[src/rtl/utf8d_pkg.sv]
`timescale 1ns / 1ps
// ----------------------------------------------------------------------------
// utf8d_pkg
// Shared types and constants of the UTF-8 to code point decoder.
// ----------------------------------------------------------------------------
package utf8d_pkg;

  typedef struct packed {
    logic [7:0] byte_in;
    logic       last_byte;
  } in_item_t;

  typedef struct packed {
    logic [30:0] code_point;
    logic [1:0]  status;
    logic        end_of_string;
  } out_item_t;

  localparam logic [1:0] ST_OK       = 2'd0;
  localparam logic [1:0] ST_BAD_LEAD = 2'd1;
  localparam logic [1:0] ST_TRUNC    = 2'd2;

  localparam int          CFG_ADDR_W     = 3;
  localparam int          MAX_CHARS_W    = 16;
  localparam logic        REG_MAX_CHARS  = 1'b0;
  localparam logic [15:0] MAX_CHARS_RST  = 16'hFFFF;

endpackage

[src/rtl/utf8d_cfg.sv]
`timescale 1ns / 1ps
// ----------------------------------------------------------------------------
// utf8d_cfg
// APB-style register file holding the character capacity.
// ----------------------------------------------------------------------------
module utf8d_cfg (
  input  logic                                   clk,
  input  logic                                   rst_n,
  input  logic                                   psel,
  input  logic                                   penable,
  input  logic                                   pwrite,
  input  logic [utf8d_pkg::CFG_ADDR_W-1:0]       paddr,
  input  logic [31:0]                            pwdata,
  output logic [31:0]                            prdata,
  output logic                                   pready,
  output logic [utf8d_pkg::MAX_CHARS_W-1:0]      max_chars
);

  logic [utf8d_pkg::MAX_CHARS_W-1:0] max_chars_r;
  logic                              reg_hit;

  // register index sits at bit 2 of the byte address
  assign reg_hit = (paddr[2] == utf8d_pkg::REG_MAX_CHARS);
  assign pready  = 1'b1;

  always_ff @(posedge clk) begin
    if (!rst_n) begin
      max_chars_r <= utf8d_pkg::MAX_CHARS_RST;
    end else if (psel && penable && pwrite && reg_hit) begin
      max_chars_r <= pwdata[utf8d_pkg::MAX_CHARS_W-1:0];
    end
  end

  always_comb begin
    prdata = 32'd0;
    if (reg_hit) begin
      prdata[utf8d_pkg::MAX_CHARS_W-1:0] = max_chars_r;
    end
  end

  assign max_chars = max_chars_r;

endmodule

[src/rtl/utf8d_core.sv]
`timescale 1ns / 1ps
// ----------------------------------------------------------------------------
// utf8d_core
// Input register, per-string decode state and result register.
// ----------------------------------------------------------------------------
module utf8d_core #(
  parameter int COUNT_BITS = 16
) (
  input  logic                                 clk,
  input  logic                                 rst_n,
  input  logic [utf8d_pkg::MAX_CHARS_W-1:0]    max_chars,
  input  logic                                 in_valid,
  output logic                                 in_stall,
  input  utf8d_pkg::in_item_t                  in_data,
  output logic                                 out_valid,
  input  logic                                 out_stall,
  output utf8d_pkg::out_item_t                 out_data
);

  localparam int CMP_W = (COUNT_BITS > utf8d_pkg::MAX_CHARS_W) ?
                         COUNT_BITS : utf8d_pkg::MAX_CHARS_W;

  // input stage
  logic                 s1_valid_r;
  utf8d_pkg::in_item_t  s1_data_r;

  // decode state
  logic [2:0]            rem_r, rem_nxt;
  logic [30:0]           acc_r, acc_nxt;
  logic [COUNT_BITS-1:0] count_r, count_nxt;
  logic                  halted_r, halted_nxt;

  // result stage
  logic                  out_valid_r;
  utf8d_pkg::out_item_t  out_data_r;

  logic                  s2_free;
  logic                  fire;
  logic                  at_cap;
  logic                  emit;
  utf8d_pkg::out_item_t  res;
  logic [2:0]            need;
  logic [6:0]            payload;
  logic                  bad_lead;
  logic [7:0]            b;
  logic                  last;
  logic [30:0]           acc_shift;
  logic [2:0]            rem_dec;

  assign s2_free  = !out_valid_r || !out_stall;
  assign in_stall = s1_valid_r && !s2_free;
  assign fire     = s1_valid_r && s2_free;

  assign b    = s1_data_r.byte_in;
  assign last = s1_data_r.last_byte;

  assign at_cap = (CMP_W'(count_r) >= CMP_W'(max_chars)) || (&count_r);

  // lead byte classes
  always_comb begin
    need     = 3'd0;
    payload  = 7'd0;
    bad_lead = 1'b0;
    if (b[7] == 1'b0) begin
      payload = b[6:0];
    end else if (b[7:5] == 3'b110) begin
      need    = 3'd1;
      payload = {2'b00, b[4:0]};
    end else if (b[7:4] == 4'b1110) begin
      need    = 3'd2;
      payload = {3'b000, b[3:0]};
    end else if (b[7:3] == 5'b11110) begin
      need    = 3'd3;
      payload = {4'b0000, b[2:0]};
    end else if (b[7:2] == 6'b111110) begin
      need    = 3'd4;
      payload = {5'b00000, b[1:0]};
    end else if (b[7:1] == 7'b1111110) begin
      need    = 3'd5;
      payload = {6'b000000, b[0]};
    end else begin
      bad_lead = 1'b1;
    end
  end

  assign acc_shift = {acc_r[24:0], b[5:0]};
  assign rem_dec   = rem_r - 3'd1;

  always_comb begin
    rem_nxt    = rem_r;
    acc_nxt    = acc_r;
    count_nxt  = count_r;
    halted_nxt = halted_r;
    emit       = 1'b0;
    res        = '{code_point: 31'd0, status: utf8d_pkg::ST_OK, end_of_string: last};

    if (halted_r || at_cap) begin
      // byte dropped
    end else if (rem_r == 3'd0) begin
      if (bad_lead) begin
        emit       = 1'b1;
        res.status = utf8d_pkg::ST_BAD_LEAD;
        halted_nxt = 1'b1;
      end else if (need == 3'd0) begin
        emit           = 1'b1;
        res.code_point = {24'd0, payload};
        count_nxt      = count_r + COUNT_BITS'(1);
      end else if (last) begin
        emit       = 1'b1;
        res.status = utf8d_pkg::ST_TRUNC;
      end else begin
        rem_nxt = need;
        acc_nxt = {24'd0, payload};
      end
    end else begin
      rem_nxt = rem_dec;
      acc_nxt = acc_shift;
      if (rem_dec == 3'd0) begin
        emit           = 1'b1;
        res.code_point = acc_shift;
        count_nxt      = count_r + COUNT_BITS'(1);
        acc_nxt        = 31'd0;
      end else if (last) begin
        emit       = 1'b1;
        res.status = utf8d_pkg::ST_TRUNC;
      end
    end

    // end of string starts a fresh one
    if (last) begin
      rem_nxt    = 3'd0;
      acc_nxt    = 31'd0;
      count_nxt  = '0;
      halted_nxt = 1'b0;
    end
  end

  always_ff @(posedge clk) begin
    if (!rst_n) begin
      s1_valid_r  <= 1'b0;
      out_valid_r <= 1'b0;
      rem_r       <= 3'd0;
      acc_r       <= 31'd0;
      count_r     <= '0;
      halted_r    <= 1'b0;
    end else begin
      if (!in_stall) begin
        s1_valid_r <= in_valid;
      end
      if (s2_free) begin
        out_valid_r <= fire && emit;
      end
      if (fire) begin
        rem_r    <= rem_nxt;
        acc_r    <= acc_nxt;
        count_r  <= count_nxt;
        halted_r <= halted_nxt;
      end
    end
  end

  always_ff @(posedge clk) begin
    if (!in_stall && in_valid) begin
      s1_data_r <= in_data;
    end
    if (fire && emit) begin
      out_data_r <= res;
    end
  end

  assign out_valid = out_valid_r;
  assign out_data  = out_data_r;

endmodule

[src/rtl/utf8_to_code_point_decoder.sv]
`timescale 1ns / 1ps
// ----------------------------------------------------------------------------
// utf8_to_code_point_decoder
// Decodes a UTF-8 byte stream (1 to 6 byte sequences) into code points.
// Pipeline: an accepted byte sits in the input register, and its result, if
// any, is then held in the result register until it is taken.
// Throughput: one byte per cycle while the result register is not stalled,
// set by the single decode pass between the input and result registers.
// Reset: synchronous active-low rst_n empties both stages, clears the
// decode state and sets the capacity register to 65535.
// ----------------------------------------------------------------------------
module utf8_to_code_point_decoder #(
  parameter int COUNT_BITS = 16
) (
  input  logic                              clk,
  input  logic                              rst_n,
  // byte input
  input  logic                              in_valid,
  output logic                              in_stall,
  input  utf8d_pkg::in_item_t               in_data,
  // decoded result
  output logic                              out_valid,
  input  logic                              out_stall,
  output utf8d_pkg::out_item_t              out_data,
  // register port
  input  logic                              psel,
  input  logic                              penable,
  input  logic                              pwrite,
  input  logic [utf8d_pkg::CFG_ADDR_W-1:0]  paddr,
  input  logic [31:0]                       pwdata,
  output logic [31:0]                       prdata,
  output logic                              pready
);

  logic [utf8d_pkg::MAX_CHARS_W-1:0] max_chars;

  utf8d_cfg u_cfg (
    .clk       (clk),
    .rst_n     (rst_n),
    .psel      (psel),
    .penable   (penable),
    .pwrite    (pwrite),
    .paddr     (paddr),
    .pwdata    (pwdata),
    .prdata    (prdata),
    .pready    (pready),
    .max_chars (max_chars)
  );

  utf8d_core #(
    .COUNT_BITS (COUNT_BITS)
  ) u_core (
    .clk       (clk),
    .rst_n     (rst_n),
    .max_chars (max_chars),
    .in_valid  (in_valid),
    .in_stall  (in_stall),
    .in_data   (in_data),
    .out_valid (out_valid),
    .out_stall (out_stall),
    .out_data  (out_data)
  );

endmodule

[config.mk]
export PLATFORM = sky130hd
export DESIGN_NAME = utf8_to_code_point_decoder
export DESIGN_NICKNAME = d
export VERILOG_FILES = /design/src/rtl/utf8d_pkg.sv /design/src/rtl/utf8d_cfg.sv /design/src/rtl/utf8d_core.sv /design/src/rtl/utf8_to_code_point_decoder.sv
export SDC_FILE = /design/constraint.sdc
export NUM_CORES = 1
export LEC_CHECK = 0
export ABC_AREA = 1
export BUFFER_PORTS_ARGS = -buffer_cell sky130_fd_sc_hd__buf_2
export CORE_MARGIN = 4
export CORE_UTILIZATION = 40
export CTS_CLUSTER_SIZE = 16
export DETAILED_ROUTE_END_ITERATION = 8
export MAX_ROUTING_LAYER = met4
export PLACE_DENSITY_LB_ADDON = 0.1
export SETUP_SLACK_MARGIN = 0.15
export SYNTH_ARGS = -nofsm -noshare
export SYNTH_HDL_FRONTEND = slang
export SYNTH_SLANG_ARGS = --single-unit
[constraint.sdc]
create_clock -name clk -period 3.4 [get_ports clk]
set_input_delay 0.85 -clock clk [delete_from_list [all_inputs] [get_ports clk]]
set_output_delay 0.85 -clock clk [all_outputs]
set_load 0.05 [all_outputs]
* Word-level counts from Yosys, hierarchy flattened
Index checks and enable logic that the tools add are counted.
Storage, ports and cells: flip-flop bits (word level) 106, latch bits 0, bits in writable memories 0, memory bits (read-only) 0, bits of input ports 51, memories kept 0
Cells by class: $add $sub $neg 2, multipliers 0, divide/modulo/power cells 0, magnitude comparators 1, eq/ne operators 9, shifts and indexed selects 0, mux-type cells 54, bitwise logic cells 1, reduce and logical (&&, ||, !) cells 24
Operator list (count):
- $mux W25 | 6
- $mux W16 | 7
- $mux W7 | 7
- $mux W3 | 11
- $mux W33 | 1
- $mux W31 | 1
- $mux W1 | 17
- $add A16 B1 Y16 const B | 1
- $ge A16 B16 Y1 | 1
- $reduce_and A16 Y1 | 1
- $logic_not A3 Y1 | 3
- $ne A3 B2 Y1 const B | 3
- $mux W2 | 4
- $reduce_and A4 Y1 | 2
- $eq A7 B7 Y1 const B | 1
- $logic_and A1 B1 Y1 | 7
- $eq A6 B6 Y1 const B | 1
- $eq A5 B5 Y1 const B | 1
- $reduce_and A5 Y1 | 1
- $eq A4 B4 Y1 const B | 1
- $logic_not A1 Y1 | 4
- $reduce_bool A2 Y1 | 2
- $eq A3 B3 Y1 const B | 1
- $logic_or A1 B1 Y1 | 3
- 4 further kinds | 4

* Logic depth before layout (Yosys ltp)
Gate-level depths: netlist of run 1.
word-level depth 13, gate-level depth with buffers 19

* Hierarchy
A second synthesis of run 1 with hierarchy kept.
Second synthesis, totals: cells, all modules 719, area, all modules 5627.9 um^2
Modules (own cells, without submodules):
- utf8d_core | times used 1, cells an instance 592, area an instance 4740.8 um^2
- utf8d_cfg | times used 1, cells an instance 127, area an instance 887.1 um^2

* Worst setup path before layout of run 1
OpenSTA, ideal clock, no wires.
kind input-to-output, start input port paddr[2] (netlist bit), end output port prdata[10], arrival 1.892 ns, path slack 0.658 ns, stages on the path 3, cells stage by stage clkbuf_1 -> clkbuf_1 -> nor2_1
Between the ends: word-level cells in the longest chain between the ends 1
Ends and longest elaborated chain:
- start, declared | line utf8_to_code_point_decoder.sv:29 | input logic [utf8d_pkg::CFG_ADDR_W-1:0] paddr,
- $mux W16 | line utf8d_cfg.sv:36 | if (reg_hit) begin
- end, declared | line utf8_to_code_point_decoder.sv:31 | output logic [31:0] prdata,
No other way between the ends.

* Final worst setup path of run 1
start register u_core.count_r[3], end register u_core.out_data_r (netlist bit u_core.out_data[17]) (enable)
Between the ends: word-level cells in the longest chain between the ends 5, elaborated cells between the ends (all ways) 6, classes of those cells order compare: 1; mux: 1; reduce/logical: 4
Ends and longest elaborated chain:
- start, declared | line utf8d_core.sv:30 | logic [COUNT_BITS-1:0] count_r, count_nxt;
- start signal, assigned | line utf8d_core.sv:156 | count_r <= count_nxt;
- $ge A16 B16 Y1 or $reduce_and A16 Y1 (tied branches) | line utf8d_core.sv:57 | assign at_cap = (CMP_W'(count_r) >= CMP_W'(max_chars)) || (&count_r);
- $logic_or A1 B1 Y1 (*) | line utf8d_core.sv:57
- $logic_or A1 B1 Y1 (*) | line utf8d_core.sv:97 | if (halted_r || at_cap) begin
- $mux W1 (*) | line utf8d_core.sv:97
- $logic_and A1 B1 Y1 (*) | line utf8d_core.sv:166 | if (fire && emit) begin
- end signal, assigned | line utf8d_core.sv:167 | out_data_r <= res;
- end, declared | line utf8d_core.sv:35 | utf8d_pkg::out_item_t out_data_r;
Mark *: on every way between the ends. The rest lies on a longest branch, timed or not. A chain may end at the register's enable or synchronous reset.

==> results.json, run 1 <==
{
  "start_util_pct": 41.13,
  "combPwrFrac_pct": 18.5,
  "layout-drive-gt1-share_pct": 15.69,
  "synth-edff-count": 43,
  "crit_path_cell_trace": "ha_1, nand2_1, nor2_1, nor2_1, nand2_1, nand2_1, nand2_1, nand2_1, nand2_1, nand2_1, nand3_4, inv_1, o21ai_0, inv_1, buf_4",
  "fp.dieW_um": 124.9,
  "cellLeakagePower_nw": 2.815,
  "p_int_mw": 2.137,
  "required_ns": 3.41,
  "postCtsSetupBuffers": 0,
  "grt_max_degree": 54,
  "use_met1_pct": 22.22,
  "place_ws_ns": 0.7364,
  "clk_pin_slew_ns": 0.07,
  "grt.busiest_layer": "met2",
  "final_hold_viol_count": 0,
  "grt_pass1_vias": 4380,
  "hold_class": "register to register",
  "worst_pin_slew_ns": 0.6867,
  "drc": 0,
  "crit_fanout": 34,
  "design.core.area_um2": 13300,
  "die_area_um2": 15600,
  "ctsHoldBuffers": 0,
  "cpMaxStageDelayCell": "dfxtp_1",
  "seq_area_frac_synth_pct": 46.68,
  "relSlewSlack_pct": 54.15,
  "endpoint_kind": "register",
  "netlist_instances": 696,
  "fin_crit_ns": 2.609,
  "post-route-util_pct": 46.92,
  "setup_viol_count_final": 0,
  "vdd.ir_drop.worst_v": 0.0003063,
  "crit_type": "register to register",
  "whs_ns": 0.4845,
  "drtPass1Iterations": 4,
  "vias": 4502,
  "n_fill_cell": 1347,
  "ys_warn_count": 0,
  "ys_ff_latch": 106,
  "rows": 42,
  "clk_latency_ns": 0.35,
  "ctsResizeCount": 0,
  "critPathLaunchType": "register",
  "clock_sinks": 106,
  "fin_nets": 837,
  "syn_to_final_growth_pct": 14.10,
  "gp_congestion": 0.8930,
  "avgSynthCellArea_um2": 7.856,
  "numPortBuffers": 84,
  "max_cap_viol_count": 0,
  "final.setup.tns_ns": 0,
  "root_buffer": "clkbuf_16",
  "ios": 120,
  "swShare_pct": 31.37,
  "period_share_pct": 76.73,
  "hpwl_mm": 8.650,
  "clock_path_buffers": 2,
  "worstRegToRegCells": 15,
  "p_sw_mw": 0.9765,
  "grtUsageMet2_pct": 24.90,
  "critPathMostFrequentCell": "nand2_1",
  "worstPathArrival_ns": 2.61,
  "synth_flop_cell": "dfxtp_1",
  "cpPeakStageDelay_ns": 0.45,
  "ant_nets": 0,
  "synth_area_um2": 5468,
  "antenna_found_initial": 0,
  "drt_iter0_markers": 326,
  "fmax_ghz": 0.3833,
  "grt_pass1_wl_mm": 20.91,
  "maxSlewViolCount": 0,
  "die_h_um": 124.9,
  "p_seq_share_pct": 45.9,
  "num_antenna_cells": 0,
  "status": "complete, no violations",
  "worstHoldPathCells": 2,
  "timing.final.ws_setup_ns": 0.7913,
  "cts_tree": "done",
  "use_met3_pct": 2.916,
  "rsz0062_at_grt": "no",
  "power_frac_clock_pct": 35.6,
  "async_flop_share_pct": 0,
  "htree_levels": 3,
  "drt-total-wl_mm": 12.22,
  "wire_per_inst_um": 12.91,
  "viasPerCell": 4.754,
  "grt_usage_pct": 16.51,
  "powerDensity_nw_per_um2": 499.0,
  "fin_worst_skew_ns": 0.007292,
  "grt-ovfl-total": 0,
  "numCtsBuffers": 9,
  "synth.distinct_cells": 40
}
[synth_stat cells (all sizes together), types with 5 or more instances]
cell / number / area share (%)
o211ai: 17 / 2.3
nand2: 160 / 12
clkbuf: 13 / 0.89
a21oi: 32 / 2.9
ha: 20 / 4.6
inv: 87 / 6.0
dfxtp: 63 / 23
nand4: 6 / 0.69
xor2: 10 / 1.6
buf: 32 / 4.3
nor2: 113 / 7.9
nand3: 62 / 5.9
nor3: 15 / 1.6
edfxtp: 43 / 24
o21ai: 5 / 0.46
[sequential cells by signal (all words and copies together) (netlist names), 3 cells and up]
register	flops
u_cfg.max_chars	16
u_core.count_r	16
u_core.b	8
u_core.rem_r	3
u_core.acc_r	25
u_core.out_data	34
[critical path: cells and delay by family, from the launching register on]
family	cells	cell delay, ns
AOI/OAI and AO/OA	1	0.13
DFF	1	0.45
buffers and inverters	3	0.53
adders and majority gates	1	0.28
and+or+nand+nor	10	0.84
[cells by family (layout without fill, tap and decap cells)]
family	after synthesis	in the layout	synth area share (%)
xor+xnor	12	12	1.922
buf+inv	133	193	11.33
compound gates	64	64	7.048
fa+ha+maj	20	20	4.577
other cells	2	17	0.1374
flops	106	106	46.68
simple gates	359	359	28.31
[final timing paths]
check | slack, ns | from | endpoint
setup / recovery | 0.79 | u_core.count_r[3] | u_core.out_data[17]
setup reg to reg | 0.79 | u_core.count_r[3] | u_core.out_data[17]
hold / removal | 0.48 | u_core.halted_r | u_core.halted_r
hold reg to reg | 0.48 | u_core.halted_r | u_core.halted_r
[power by group through the flow]
| stage | clock [mW] | sequential [mW] | combinational, mW |
|---|---|---|---|
| floorplan | 0 | 1.52 | 0.411 |
| global placement | 0 | 1.46 | 0.572 |
| detailed placement | 0 | 1.46 | 0.578 |
| CTS | 1.14 | 1.43 | 0.580 |
| global route | 1.18 | 1.44 | 0.642 |
| finish | 1.11 | 1.43 | 0.575 |
[stage by stage]
stage	instances	cell area [µm²]	power, mW
2_1_floorplan	711	5524	1.936
3_3_place_gp	931	5916	2.029
3_5_place_dp	931	5916	2.036
4_1_cts	947	6238	3.147
5_1_grt	947	6238	3.262
6_report	947	6238	3.113
[area by class of cell]
cell class,count,area (µm²),share of cell area (%)
clock buffers,11,275.3,4.412
inverters,88,332.8,5.335
repair buffers,89,457.9,7.341
multi-input cells,472,2352,37.71
clock inverters,5,47.55,0.7621
well taps,176,220.2,3.530
flip-flops and latches,106,2552,40.91
[cells in the final DEF, fill, tap and decap left out, types with 2 or more instances in the layout]
cell type	netlist	final
nand2_8	2	2
a21oi_1	32	32
nor3_1	14	14
buf_4	19	5
nor2_2	3	3
edfxtp_1	43	43
nand2_1	154	154
o31ai_1	2	2
dfxtp_1	63	63
inv_6	0	2
nor3b_1	2	2
inv_8	0	2
inv_1	83	83
nand3_1	61	61
xor2_1	10	10
nand2_2	3	3
inv_2	3	3
clkbuf_16	0	11
conb_1	2	17
buf_2	7	84
nor2_1	110	110
xnor2_1	2	2
o21ai_0	4	4
nand4_1	6	6
ha_1	20	20
o211ai_1	17	17
o22ai_1	2	2
[layer usage]
metal  vias up  share of wire, %  routed length [µm]
met4         0               1.9                 227
met5         -                 0                   0
met2       108                44                5431
li1       2335                 -                   -
met3        15               5.1                 627
met1      2044                49                5938
Note: power is estimated with default switching activity, not from simulation.
==> run 2: changes to the inputs <==
- clock period: 3.4 -> 2.61 ns (I/O delays scaled with it)
==> run 2 against run 1 <==
Total power is 31% higher. First-iteration DRC count stayed put. Combinational power is 44% higher. Critical path depth is 3 higher. Die area stayed put. Fmax is 15% higher. Clock power is 25% higher.
==> results.json, run 2 (synthesis results as in run 1) <==
{
  "n_fill_cell": 1320,
  "crit_fanout": 21,
  "r2r_start": "u_core.count_r[0]",
  "wire_per_inst_um": 13.23,
  "antenna_found_initial": 0,
  "fin_crit_ns": 2.271,
  "hpwl_mm": 8.831,
  "numCtsBuffers": 9,
  "viasPerCell": 4.712,
  "relSlewSlack_pct": 54.39,
  "drc": 0,
  "p_int_mw": 2.808,
  "fmax_ghz": 0.4404,
  "num_antenna_cells": 0,
  "fp.dieW_um": 124.9,
  "die_area_um2": 15600,
  "max_cap_viol_count": 0,
  "final.setup.tns_ns": 0,
  "fin_nets": 861,
  "vias": 4575,
  "grt_pass1_wl_mm": 20.62,
  "clk_latency_ns": 0.35,
  "vdd.ir_drop.worst_v": 0.0002714,
  "root_buffer": "clkbuf_16",
  "powerDensity_nw_per_um2": 621.4,
  "critPathLaunch": "u_core.count_r[0]",
  "mostFrequentLayoutCell": "nand2_1",
  "start_util_pct": 41.13,
  "rows": 42,
  "cellLeakagePower_nw": 2.948,
  "rsz0062_at_grt": "yes",
  "period_share_pct": 87.00,
  "critPathLaunchType": "register",
  "final_hold_viol_count": 0,
  "place_ws_ns": 0.1017,
  "largest_reg_flops": 34,
  "clock_path_buffers": 2,
  "design.core.area_um2": 13300,
  "required_ns": 2.82,
  "maxSlewViolCount": 0,
  "grt_max_degree": 38,
  "worstRegToRegCells": 18,
  "p_seq_share_pct": 45.8,
  "drtPass1Iterations": 5,
  "clk_pin_slew_ns": 0.07,
  "timing.final.ws_setup_ns": 0.3393,
  "syn_to_final_growth_pct": 20.05,
  "timing.rr.end": "u_core.acc_r[13]",
  "htree_levels": 3,
  "cts_tree": "done",
  "status": "complete, no violations",
  "fin_worst_skew_ns": 0.01236,
  "hold_class": "input pin to register",
  "numPortBuffers": 84,
  "grt_pass1_vias": 4278,
  "ios": 120,
  "drt-total-wl_mm": 12.84,
  "reg2reg_slack_ns": 0.34,
  "drt_iter0_markers": 326,
  "mostFrequentLayoutCells": "nand2_1, nor2_1, buf_2",
  "combPwrFrac_pct": 20.2,
  "grt-ovfl-total": 0,
  "fin_cells": 971,
  "endpoint": "u_core.acc_r[13]",
  "swShare_pct": 31.15,
  "gp_congestion": 0.8711,
  "die_h_um": 124.9,
  "worstPathArrival_ns": 2.48,
  "endpoint_kind": "register",
  "p_sw_mw": 1.271,
  "grt_usage_pct": 16.36,
  "whs_ns": 0.4725,
  "ctsHoldBuffers": 0,
  "setup_viol_count_final": 0,
  "clock_sinks": 106,
  "ant_nets": 0,
  "dp.cells": 943,
  "power_frac_clock_pct": 34.0,
  "worst_pin_slew_ns": 0.6832,
  "layout-drive-gt1-share_pct": 20.38,
  "crit_type": "register to register"
}
## run 2: changes by cell type in the layout (fill, tap and decap cells not counted), sizes merged
cell,before,now
bufinv,0,1
inv,91,90
buf,89,109
clkinvlp,1,2
clkbuf,11,13
nand2,160,161
## run 2: worst min path at each step
stage	cells after the start	slack (ns)	from	end
after floorplan	2	0.44	u_core.halted_r	u_core.halted_r
after global placement	2	0.47	u_core.acc_r[0]	u_core.acc_r[0]
after detailed placement	2	0.48	u_core.rem_r[1]	u_core.rem_r[1]
after CTS	1	0.46	in_data[0]	u_core.last
after global routing	1	0.46	in_data[5]	u_core.b[4]
final	1	0.47	in_data[2]	u_core.b[1]
## run 2: timing repair
item / 4_1_cts / 5_1_grt
gates resized for setup: 1 / 22
cloned: 0 / 6
setup endpoints to repair: 34 / 59
hold endpoints to repair: 0 / 0
setup buffers: 0 / 6
pin swaps: 0 / 6
## run 2: stage by stage
stage / area (µm²) / power, mW / utilization, %
3_5_place_dp: 6035 / 2.669 / 45.39
4_1_cts: 6334 / 4.063 / 47.64
2_1_floorplan: 5528 / 2.522 / -
5_1_grt: 6564 / 4.282 / 49.37
6_report: 6564 / 4.079 / 49.37
3_3_place_gp: 6035 / 2.659 / 45.39
## run 2: power by group through the flow
stage                     sequential, mW  combinational [mW]  clock, mW
final                               1.87               0.826       1.39
after global routing                1.88               0.913       1.49
after CTS                           1.87               0.770       1.43
after detailed placement            1.90               0.766          0
after global placement              1.90               0.760          0
after floorplan                     1.99               0.537          0
## run 2: critical path, cell delays in order (launching register included)
cell and delay, ns:
dfxtp_4 0.37, inv_2 0.04, ha_1 0.27, nand2_1 0.05
nor2_1 0.09, nor2_1 0.05, nand2_1 0.09, nand2_1 0.06
nand2_1 0.05, nand2_1 0.05, nand2_2 0.10, nand2_4 0.07
nand3_4 0.11, buf_4 0.14, nand2_8 0.12, nand2_4 0.25
nand2_1 0.08, nand2_1 0.07, nor2_1 0.05
## run 2: final cells by class
class / count / area [µm²] / share of cell area (%)
well taps: 176 / 220.2 / 3.355
clock inverters: 6 / 70.07 / 1.067
flip-flops and latches: 106 / 2561 / 39.02
repair buffers: 112 / 728.2 / 11.09
clock buffers: 10 / 229.0 / 3.488
inverters: 88 / 339.1 / 5.166
multi-input cells: 473 / 2416 / 36.81
## run 2: metal layers
| metal | up-vias | track usage (%) | wire (µm) |
|---|---|---|---|
| met5 | - | - | 0 |
| met2 | 91 | 24.62 | 5803 |
| met4 | 0 | 5.676 | 172 |
| met3 | 12 | 2.873 | 550 |
| met1 | 2079 | 22.34 | 6317 |
| li1 | 2393 | - | - |
==> run 3: changes to the inputs <==
- ABC_AREA: 1 -> default
==> run 3 against run 2 <==
Worst setup slack lost 0.28 ns. Clock-buffer cell count decreased by 1. Critical path type unchanged. Sequential share of layout area increased by 0.79 points. Combinational power fell by 37%. Routed wire length fell by 5.1%. Worst hold slack lost 0.0043 ns. Clock skew shrank 0.0030 ns. Fmax fell by 11%. Critical endpoint is now u_core.count_r[15]. Area after synthesis down 10%.
==> results.json, run 3 <==
{
  "die_h_um": 118.8,
  "cp_num_buf_inv": 1,
  "worstPathArrival_ns": 2.84,
  "setup_viol_count_final": 0,
  "fin_nets": 689,
  "netlist_instances": 487,
  "viasPerCell": 5.240,
  "post-route-util_pct": 53.58,
  "htree_levels": 3,
  "worstRegToRegCells": 8,
  "numPortBuffers": 84,
  "antenna_found_initial": 0,
  "clock_sinks": 106,
  "whs_ns": 0.4682,
  "reg2reg_slack_ns": 0.06,
  "mostFrequentLayoutCells": "buf_2, dfxtp_1, buf_4",
  "drc": 0,
  "rsz0062_at_grt": "yes",
  "timing.rr.end": "u_core.count_r[15]",
  "total_power_mw": 3.651,
  "endpoint_kind": "register",
  "drtPass1Iterations": 4,
  "crit_type": "register to register",
  "grt-ovfl-total": 0,
  "relSlewSlack_pct": 65.77,
  "synth_flop_cell": "dfxtp_1",
  "fin_worst_skew_ns": 0.009341,
  "gp_congestion": 0.8751,
  "numCtsBuffers": 9,
  "ctsHoldBuffers": 0,
  "final_hold_viol_count": 0,
  "place_ws_ns": -0.09413,
  "worst_pin_slew_ns": 0.5130,
  "cpMaxStageDelayCell": "or4_4",
  "status": "complete, no violations",
  "grt_pass1_vias": 3844,
  "cp.depth": 8,
  "path_delay_family": "simple AND/OR/NAND/NOR gates",
  "synth.distinct_cells": 59,
  "largest_reg_flops": 34,
  "avgSynthCellArea_um2": 10.09,
  "synth_area_um2": 4915,
  "cts_tree": "done",
  "root_buffer": "clkbuf_16",
  "ios": 120,
  "critPathLaunchType": "register",
  "timing.final.ws_setup_ns": 0.06153,
  "ys_warn_count": 0,
  "drt_iter0_markers": 222,
  "drt-total-wl_mm": 12.19,
  "critPathLaunch": "u_core.rem_r[0]",
  "max_cap_viol_count": 0,
  "die_area_um2": 14120,
  "hpwl_mm": 8.493,
  "yosysMostFrequentCell": "dfxtp_1",
  "powerDensity_nw_per_um2": 567.3,
  "cpPeakStageDelay_ns": 0.56,
  "layout-drive-gt1-share_pct": 32.26,
  "fp.dieW_um": 118.8,
  "ant_nets": 0,
  "clk_pin_slew_ns": 0.07,
  "required_ns": 2.90,
  "ys_ff_latch": 106,
  "fin_crit_ns": 2.548,
  "async_flop_share_pct": 0,
  "rows": 40,
  "synthTopCellsByArea": "edfxtp_1, dfxtp_1, ha_1",
  "synth_top_area_cell": "edfxtp_1",
  "vias": 4035,
  "fmax_ghz": 0.3924,
  "syn_to_final_growth_pct": 30.96,
  "synth_commonest_cells": "dfxtp_1, nand2_1, edfxtp_1",
  "design.core.area_um2": 12010,
  "hold_class": "input pin to register",
  "endpoint": "u_core.count_r[15]",
  "cellLeakagePower_nw": 2.893,
  "synth-edff-count": 43,
  "grt_max_degree": 33,
  "crit_fanout": 8,
  "r2r_start": "u_core.rem_r[0]",
  "seq_area_frac_synth_pct": 51.93,
  "num_antenna_cells": 0,
  "yosysTopAreaCellShare_pct": 26.27,
  "grt_usage_pct": 17.02,
  "crit_path_cell_trace": "inv_1, ha_1, or3b_4, a21oi_4, o32ai_4, or4_4, or3_1, a21oi_1",
  "maxSlewViolCount": 0,
  "mostFrequentLayoutCell": "buf_2",
  "grt_pass1_wl_mm": 18.87,
  "vdd.ir_drop.worst_v": 0.0002638,
  "clock_path_buffers": 2,
  "start_util_pct": 40.92,
  "wire_per_inst_um": 15.83,
  "period_share_pct": 97.64,
  "clk_latency_ns": 0.36
}
run 3: changes by cell type after synthesis, sizes merged, moves of 6 or more:
cell	delta
inv	-61
or3	+11
and2	+7
nor2	-80
a22o	+18
o21ai	+14
o2bb2ai	+6
buf	-9
nand2	-114
a21oi	-7
nor3	-8
xor2	-10
nand3	-53
and3	+29
run 3: cells by family after synthesis:
family	synth area share (%)
AND/OR/NAND/NOR	18.51
AO/OA/AOI/OAI	17.13
flip-flops	51.93
buffers and inverters	6.390
adder cells (fa/ha/maj)	5.092
multiplexers	0.6110
other	0.1528
XOR/XNOR	0.1782
run 3: layout make-up:
cell class                      instances  area (µm²)
Fill cell                            1080        5575
Sequential cell                       106        2562
Multi-Input combinational cell        334        2381
Timing Repair Buffer                  141       918.4
Clock buffer                            9       225.2
Tap cell                              147       183.9
Inverter                               26       97.59
Clock inverter                          7       67.56
run 3: how the worst min path moves through the flow:
stage | startpoint | endpoint | depth (start not counted)
global placement | u_core.acc_r[23] | u_core.acc_r[23] | 1
CTS | in_data[0] | u_core.last | 1
detailed placement | u_core.acc_r[20] | u_core.acc_r[20] | 1
global route | in_data[0] | u_core.last | 1
floorplan | u_core.last | u_core.out_data[0] | 0
finish | in_data[0] | u_core.last | 1
run 3: per-layer routing:
metal / global-route usage (%) / vias up / share of wire, %
li1: - / 2020 / -
met1: 20.39 / 1914 / 44
met2: 28.35 / 83 / 50
met3: 2.659 / 18 / 3.2
met4: 7.748 / 0 / 2.5
met5: - / - / 0
run 3: worst register-to-register path: cells and delay by family, from the launching register on:
family | cells | cell delay (ns)
compound gates | 3 | 0.47
fa+ha+maj | 1 | 0.22
buf+inv | 1 | 0.06
flops | 1 | 0.37
simple gates | 3 | 1.38
run 3: repair_timing:
item                                    in CTS  in global routing
pin swaps                                    6                 23
setup buffers                                7                  8
gates resized for setup                     13                 27
cloned                                       1                  3
endpoints found under the setup margin      70                105
run 3: through the flow:
stage / cell area [µm²] / instances / setup TNS, ns
after floorplan: 5047 / 502 / 0
after global placement: 5747 / 735 / -1.689
after detailed placement: 5747 / 735 / -1.730
after CTS: 6153 / 759 / 0
after global routing: 6436 / 770 / 0
final: 6436 / 770 / 0
run 3: power breakdown:
part           internal (mW)  total (mW)  switching (mW)  leakage [nW]
Sequential              1.77        1.79          0.0215         0.926
Combinational          0.144       0.517           0.373          1.82
Clock                  0.673        1.34           0.671         0.145
Total                   2.59        3.65            1.07          2.89
